<file path="config.mk">
export PLATFORM = sky130hd
export DESIGN_NAME = staggered_enable_sequencer_flat
export DESIGN_NICKNAME = d
export VERILOG_FILES = /design/src/hdl/ses_pkg.sv /design/src/hdl/ses_if.sv /design/src/hdl/staggered_enable_sequencer.sv /design/src/flat_wrapper.sv
export SDC_FILE = /design/constraint.sdc
export NUM_CORES = 1
export LEC_CHECK = 0
export ABC_AREA = 1
export BUFFER_PORTS_ARGS = -buffer_cell sky130_fd_sc_hd__buf_4
export CORE_MARGIN = 2
export CORE_UTILIZATION = 45
export CTS_CLUSTER_SIZE = 10
export DETAILED_ROUTE_END_ITERATION = 8
export MAX_ROUTING_LAYER = met4
export SYNTH_ARGS = -nofsm -noshare
export SYNTH_HDL_FRONTEND = slang
export SYNTH_SLANG_ARGS = --single-unit
</file>
<file path="constraint.sdc">
create_clock -name clk_i -period 5.1 [get_ports clk_i]
set_input_delay 1.02 -clock clk_i [delete_from_list [all_inputs] [get_ports clk_i]]
set_output_delay 1.02 -clock clk_i [all_outputs]
set_load 0.03 [all_outputs]
</file>
<file path="src/hdl/ses_pkg.sv">
// ----------------------------------------------------------------------------
// ses_pkg
// Shared types and constants for the staggered enable sequencer.
// ----------------------------------------------------------------------------
package ses_pkg;

  // Channel bank size and field widths
  localparam int unsigned CHANNELS = 18;
  localparam int unsigned MASK_W   = 18;
  localparam int unsigned DELAY_W  = 8;
  localparam int unsigned OP_W     = 2;

  // Reset value of the tick delay register
  localparam logic [DELAY_W-1:0] TICK_DELAY_RST = DELAY_W'(10);

  // Channels that can actually be switched on
  localparam logic [MASK_W-1:0] CHAN_BITS = MASK_W'((64'd1 << CHANNELS) - 64'd1);

  typedef logic [MASK_W-1:0]  mask_t;
  typedef logic [DELAY_W-1:0] delay_t;

  // Operation codes
  typedef enum logic [OP_W-1:0] {
    OP_TICK        = 2'd0,
    OP_SET_INTENT  = 2'd1,
    OP_SET_BLOCKED = 2'd2,
    OP_OFF         = 2'd3
  } op_e;

endpackage

</file>
<file path="src/hdl/ses_if.sv">
// ----------------------------------------------------------------------------
// ses_in_if / ses_out_if
// Valid/ready channels for command items and result items.
// ----------------------------------------------------------------------------
interface ses_in_if import ses_pkg::*; ();
  logic                valid;
  logic                ready;
  logic [OP_W-1:0]     operation;
  logic [MASK_W-1:0]   mask_value;

  modport source (output valid, output operation, output mask_value, input ready);
  modport sink   (input valid, input operation, input mask_value, output ready);
endinterface

interface ses_out_if import ses_pkg::*; ();
  logic                valid;
  logic                ready;
  logic [MASK_W-1:0]   enable_mask;
  logic [MASK_W-1:0]   goal_mask;
  logic                sequence_done;

  modport source (output valid, output enable_mask, output goal_mask,
                  output sequence_done, input ready);
  modport sink   (input valid, input enable_mask, input goal_mask,
                  input sequence_done, output ready);
endinterface

</file>
<file path="src/hdl/staggered_enable_sequencer.sv">
// ----------------------------------------------------------------------------
// staggered_enable_sequencer
// Power enable sequencer that switches on targeted channels one at a time.
// ----------------------------------------------------------------------------
// Every accepted item produces exactly one result item holding the enable
// mask, the effective target mask and the done flag as they stand after the
// operation. Items pass through an input register and a result register with
// the state update in between: an accepted item is captured in the input
// register, and its result is written to the result register when it advances;
// one item can be accepted every cycle and the only throttle is the output
// side's ready. The tick delay is written through cfg_we_i/cfg_wdata_i and
// should only change while no items are in flight.
module staggered_enable_sequencer
  import ses_pkg::*;
(
  input  logic               clk_i,
  input  logic               rst_ni,
  input  logic               cfg_we_i,
  input  logic [DELAY_W-1:0] cfg_wdata_i,
  ses_in_if.sink             in_i,
  ses_out_if.source          out_o
);

  // Configuration
  delay_t tick_delay_q;

  // Input register
  logic              in_vld_q;
  op_e               op_q;
  mask_t             mval_q;

  // Sequencer state
  mask_t  intent_q, intent_d;
  mask_t  blocked_q, blocked_d;
  mask_t  enabled_q, enabled_d;
  logic   done_q, done_d;
  delay_t count_q, count_d;

  // Result register
  logic   out_vld_q;
  mask_t  res_en_q, res_tgt_q;
  logic   res_done_q;

  logic   advance;
  mask_t  target_cur, pending, lowest, target_new;

  // Pipeline control
  assign advance    = in_vld_q && (!out_vld_q || out_o.ready);
  assign in_i.ready = !in_vld_q || advance;

  always_ff @(posedge clk_i or negedge rst_ni) begin
    if (!rst_ni) begin
      tick_delay_q <= TICK_DELAY_RST;
    end else if (cfg_we_i) begin
      tick_delay_q <= cfg_wdata_i;
    end
  end

  always_ff @(posedge clk_i or negedge rst_ni) begin
    if (!rst_ni) begin
      in_vld_q <= 1'b0;
    end else if (in_i.ready) begin
      in_vld_q <= in_i.valid;
    end
  end

  always_ff @(posedge clk_i) begin
    if (in_i.valid && in_i.ready) begin
      op_q   <= op_e'(in_i.operation);
      mval_q <= in_i.mask_value;
    end
  end

  // Lowest targeted channel that is still off
  assign target_cur = intent_q & ~blocked_q;
  assign pending    = target_cur & ~enabled_q & CHAN_BITS;
  assign lowest     = pending & (~pending + MASK_W'(1));

  // Next state for the item in the input register
  always_comb begin
    intent_d  = intent_q;
    blocked_d = blocked_q;
    enabled_d = enabled_q;
    done_d    = done_q;
    count_d   = count_q;
    case (op_q)
      OP_TICK: begin
        if (done_q) begin
          count_d = '0;
        end else if (count_q == tick_delay_q && pending != '0) begin
          enabled_d = enabled_q | lowest;
          count_d   = '0;
        end else begin
          if (count_q == tick_delay_q) begin
            done_d = 1'b1;
          end
          count_d = count_q + delay_t'(1);
        end
      end
      OP_SET_INTENT: begin
        intent_d  = mval_q;
        enabled_d = enabled_q & mval_q & ~blocked_q & CHAN_BITS;
        done_d    = 1'b0;
      end
      OP_SET_BLOCKED: begin
        blocked_d = mval_q;
        enabled_d = enabled_q & intent_q & ~mval_q & CHAN_BITS;
        done_d    = 1'b0;
      end
      OP_OFF: begin
        enabled_d = enabled_q & ~mval_q;
      end
      default: begin
        enabled_d = enabled_q;
      end
    endcase
  end

  assign target_new = intent_d & ~blocked_d;

  always_ff @(posedge clk_i or negedge rst_ni) begin
    if (!rst_ni) begin
      intent_q  <= '0;
      blocked_q <= '0;
      enabled_q <= '0;
      done_q    <= 1'b0;
      count_q   <= '0;
    end else if (advance) begin
      intent_q  <= intent_d;
      blocked_q <= blocked_d;
      enabled_q <= enabled_d;
      done_q    <= done_d;
      count_q   <= count_d;
    end
  end

  // Result register
  always_ff @(posedge clk_i or negedge rst_ni) begin
    if (!rst_ni) begin
      out_vld_q <= 1'b0;
    end else if (advance) begin
      out_vld_q <= 1'b1;
    end else if (out_o.ready) begin
      out_vld_q <= 1'b0;
    end
  end

  always_ff @(posedge clk_i) begin
    if (advance) begin
      res_en_q   <= enabled_d;
      res_tgt_q  <= target_new;
      res_done_q <= done_d;
    end
  end

  assign out_o.valid         = out_vld_q;
  assign out_o.enable_mask   = res_en_q;
  assign out_o.goal_mask     = res_tgt_q;
  assign out_o.sequence_done = res_done_q;

endmodule

</file>
<file path="src/flat_wrapper.sv">
// flat-port wrapper written by rule: the top's interface ports become plain ports
module staggered_enable_sequencer_flat import ses_pkg::*;
  (clk_i, rst_ni, cfg_we_i, cfg_wdata_i, in_i_valid, in_i_operation, in_i_mask_value, in_i_ready, out_o_valid, out_o_enable_mask, out_o_goal_mask, out_o_sequence_done, out_o_ready);
  ses_in_if in_i_i ();
  ses_out_if out_o_i ();
  input  logic clk_i;
  input  logic rst_ni;
  input  logic cfg_we_i;
  input  logic [DELAY_W-1:0] cfg_wdata_i;
  input wire logic [$bits(in_i_i.valid)-1:0] in_i_valid;
  input wire logic [$bits(in_i_i.operation)-1:0] in_i_operation;
  input wire logic [$bits(in_i_i.mask_value)-1:0] in_i_mask_value;
  output wire logic [$bits(in_i_i.ready)-1:0] in_i_ready;
  output wire logic [$bits(out_o_i.valid)-1:0] out_o_valid;
  output wire logic [$bits(out_o_i.enable_mask)-1:0] out_o_enable_mask;
  output wire logic [$bits(out_o_i.goal_mask)-1:0] out_o_goal_mask;
  output wire logic [$bits(out_o_i.sequence_done)-1:0] out_o_sequence_done;
  input wire logic [$bits(out_o_i.ready)-1:0] out_o_ready;
  assign in_i_i.valid = in_i_valid;
  assign in_i_i.operation = in_i_operation;
  assign in_i_i.mask_value = in_i_mask_value;
  assign in_i_ready = in_i_i.ready;
  assign out_o_valid = out_o_i.valid;
  assign out_o_enable_mask = out_o_i.enable_mask;
  assign out_o_goal_mask = out_o_i.goal_mask;
  assign out_o_sequence_done = out_o_i.sequence_done;
  assign out_o_i.ready = out_o_ready;
  staggered_enable_sequencer u_core (.clk_i(clk_i), .rst_ni(rst_ni), .cfg_we_i(cfg_we_i), .cfg_wdata_i(cfg_wdata_i), .in_i(in_i_i), .out_o(out_o_i));
endmodule
</file>
==> metrics.md <==
| Metric | Value |
|---|---|
| Status | `completed` |
| Reg clk slew, reported paths | `0.06 ns` |
| EDFF count, synth | `57` |
| Post-CTS setup buffers | `0` |
| Yosys top cell area share | `0.279` |
| Fin crit share | `0.491` |
| Worst-skew pair later-pin latency | `0.42 ns` |
| Area of placed instances | `0.00703 mm^2` |
| Pwr dens | `479 mW/mm^2` |
| Count leader, synth | `nand2_1` |
| Crit path kind | `in2out` |
| Routability cong. | `0.840` |
| Syn avg cell area | `9.36 um^2` |
| Port bufs | `71` |
| CP Data Required Time | `4.08 ns` |
| Post-route clock skew | `0.0125 ns` |
| Final Util | `0.548` |
| Maximum capacitance violations | `0` |
| Predominant post-synthesis flop cell | `dfrtp_1` |
| Post-cts resize count | `0` |
| Dpl cells | `912` |
| R2R depth | `8` |
| Unique masters post-synth | `42` |
| Critical Path Start Type | `input pin` |
| Register bit total from synthesis | `130` |
| Die Area | `0.0151 mm^2` |
| DRT Pass-1 Iters | `5` |
| Routed Antenna Nets | `0` |
| Root Driver | `clkbuf_16` |
| Post-route cell area | `0.00760 mm^2` |
| Share of cells above drive strength 1 | `0.236` |
| Worst EP arrival | `1.49 ns` |
| Final Hold Vio Count | `0` |
| Synth area leaders | `dfrtp_1 (28%), edfxtp_1 (27%), nand2_1 (11%)` |
| Largest net degree at the start of global routing | `74` |
| P&R area growth vs syn | `19.3%` |
| Synth cell count leaders | `nand2_1 (191), o21ai_0 (86), dfrtp_1 (71)` |
| Nets | `785` |
| Num CTS Buffers | `17` |
| First-pass GRT wire length | `24.4 mm` |
| Ports | `72` |
| GRT Util Overall | `0.218` |
| Worst slew pin tran | `0.982 ns` |
| Fraction of registers with async set/reset | `0.562` |
| Setup TNS | `0 ns` |
| Detailed Place HPWL | `9.77 mm` |
| Htree depth | `4` |
| Slew HR | `0.345` |
| Peak VDD IR | `241 uV` |
| Non-filler cells, final | `944` |
| DR vias/cell | `5.35` |
| Routed WL per cell | `16.1 um` |
| RSZ-0062 raised after global routing | `no` |
| Hold path cells | `2` |
| Gr ovfl total | `0` |
| Synthesized cell area | `0.00637 mm^2` |
| Worst hold path class | `reg2reg` |
| Chip height | `123 um` |
| Worst-case clock buffer depth | `2` |
| Number of global-route vias before repair | `4922` |
| Fin Hold WS | `0.506 ns` |
| Tmin final | `2.51 ns` |
| # clock sinks | `130` |
| Overall routed net length | `15.2 mm` |
| Leak | `3.45 nW` |
| Initial core utilization | `0.459` |
| Final setup viols | `0` |
| Antenna cells | `0` |
| Endpoint type of the worst setup path | `primary output` |
| Syn_nets | `715` |
| Std-Cell Rows | `43` |
| Sequential area share after synthesis | `0.556` |
| CP max FO | `3` |
| Fill cells | `1223` |
| Die Width | `123 um` |
| Fin. max-slew vios | `0` |
| Yosys top cell by area | `dfrtp_1` |
| Drt first-iter violations | `443` |
| CTS Hold Bufs | `0` |
| CTS tree | `built` |
| Initial antenna violation count | `0` |
| DRC Markers | `0` |
| Syn. warnings | `0` |
| Core ar. | `0.0139 mm^2` |
| DR vias | `5047` |
| Mapped Cells | `681` |
| FMAX | `399 MHz` |
registers in the layout, summed over array words and instances, names as in the netlist:
register,flops
u_core.count_q,8
u_core.blocked_q,18
u_core.out_o.goal_mask,18
u_core.out_o.enable_mask,18
u_core.op_q,2
u_core.mval_q,18
u_core.enabled_q,18
u_core.tick_delay_q,8
u_core.done_q,1
u_core.out_o.sequence_done,1
u_core.in_vld_q,1
u_core.intent_q,18
u_core.out_o.valid,1
power breakdown:
| part | internal, mW | switching, mW | leakage (nW) |
|---|---|---|---|
| sequential | 1.32 | 0.173 | 1.50 |
| combinational | 0.336 | 0.667 | 1.70 |
| clock | 0.686 | 0.454 | 0.256 |
| total | 2.35 | 1.29 | 3.45 |
final cells by class:
class	instances	area [um^2]	area share
Clock buffer	21	492	0.0647
Clock inverter	11	78.8	0.0104
Inverter	76	288	0.0378
Multi-Input combinational cell	450	2410	0.317
Sequential cell	130	3540	0.466
Tap cell	180	225	0.0296
Timing Repair Buffer	76	571	0.0750
routing by layer:
metal	GRT usage	up-vias	routed length (um)
met4	0.0703	0	187
li1	-	2415	-
met1	0.298	2460	6880
met5	-	-	0
met2	0.321	153	7200
met3	0.0549	19	887
placed cells by master (no fill, tap or decap), types with 2 or more instances in the layout:
master	count
xor2_1	4
nor2_2	3
edfxtp_1	57
nor3_1	2
inv_1	62
mux2_2	8
o21ai_1	4
o221ai_2	2
nand2_2	13
clkinv_2	2
clkinvlp_4	8
o21ai_2	10
xnor2_1	8
nand3_1	26
nand2_4	3
mux2i_1	2
nand3b_1	6
dfrtp_1	71
o21ai_0	86
a211oi_1	5
nor2_8	2
buf_4	76
dfstp_2	2
o31ai_1	3
nand4_1	14
nand3_2	3
clkbuf_8	3
inv_2	13
nand3b_2	3
nor2_1	28
clkbuf_16	18
o221ai_1	11
nor2_4	6
nand2_1	191
per-stage QoR:
stage	setup slack (ns)	power, mW
global route	2.56	3.86
CTS	2.59	3.66
finish	2.59	3.64
global placement	2.37	2.47
floorplan	2.53	2.21
detailed placement	2.34	2.51
critical path, cell delays in order:
cell and delay [ns]:
buf_4 0.11, inv_1 0.06, nand3_1 0.11, buf_4 0.19
path summary, 6_finish.rpt:
check,from,to,slack (ns)
worst max-delay path,out_o_ready,in_i_ready,2.59
worst min-delay path,u_core.enabled_q[4],u_core.enabled_q[4],0.51
worst max register to register,u_core.op_q[1],u_core.enabled_q[12],2.87
worst min register to register,u_core.enabled_q[4],u_core.enabled_q[4],0.51
max in group asynchronous,rst_ni,u_core.intent_q[10],3.72
min in group asynchronous,rst_ni,u_core.intent_q[1],0.77
kinds of logic after synthesis:
logic type / Yosys count / synth area share
muxes: 10 / 0.0173
adders and majority gates: 1 / 0.00196
xor gates and xnor gates: 12 / 0.0165
buffers and inverters: 101 / 0.0665
AOI/OAI and AO/OA: 124 / 0.117
DFF: 130 / 0.556
and+or+nand+nor: 303 / 0.225
Power figures use the tool's default switching activity.
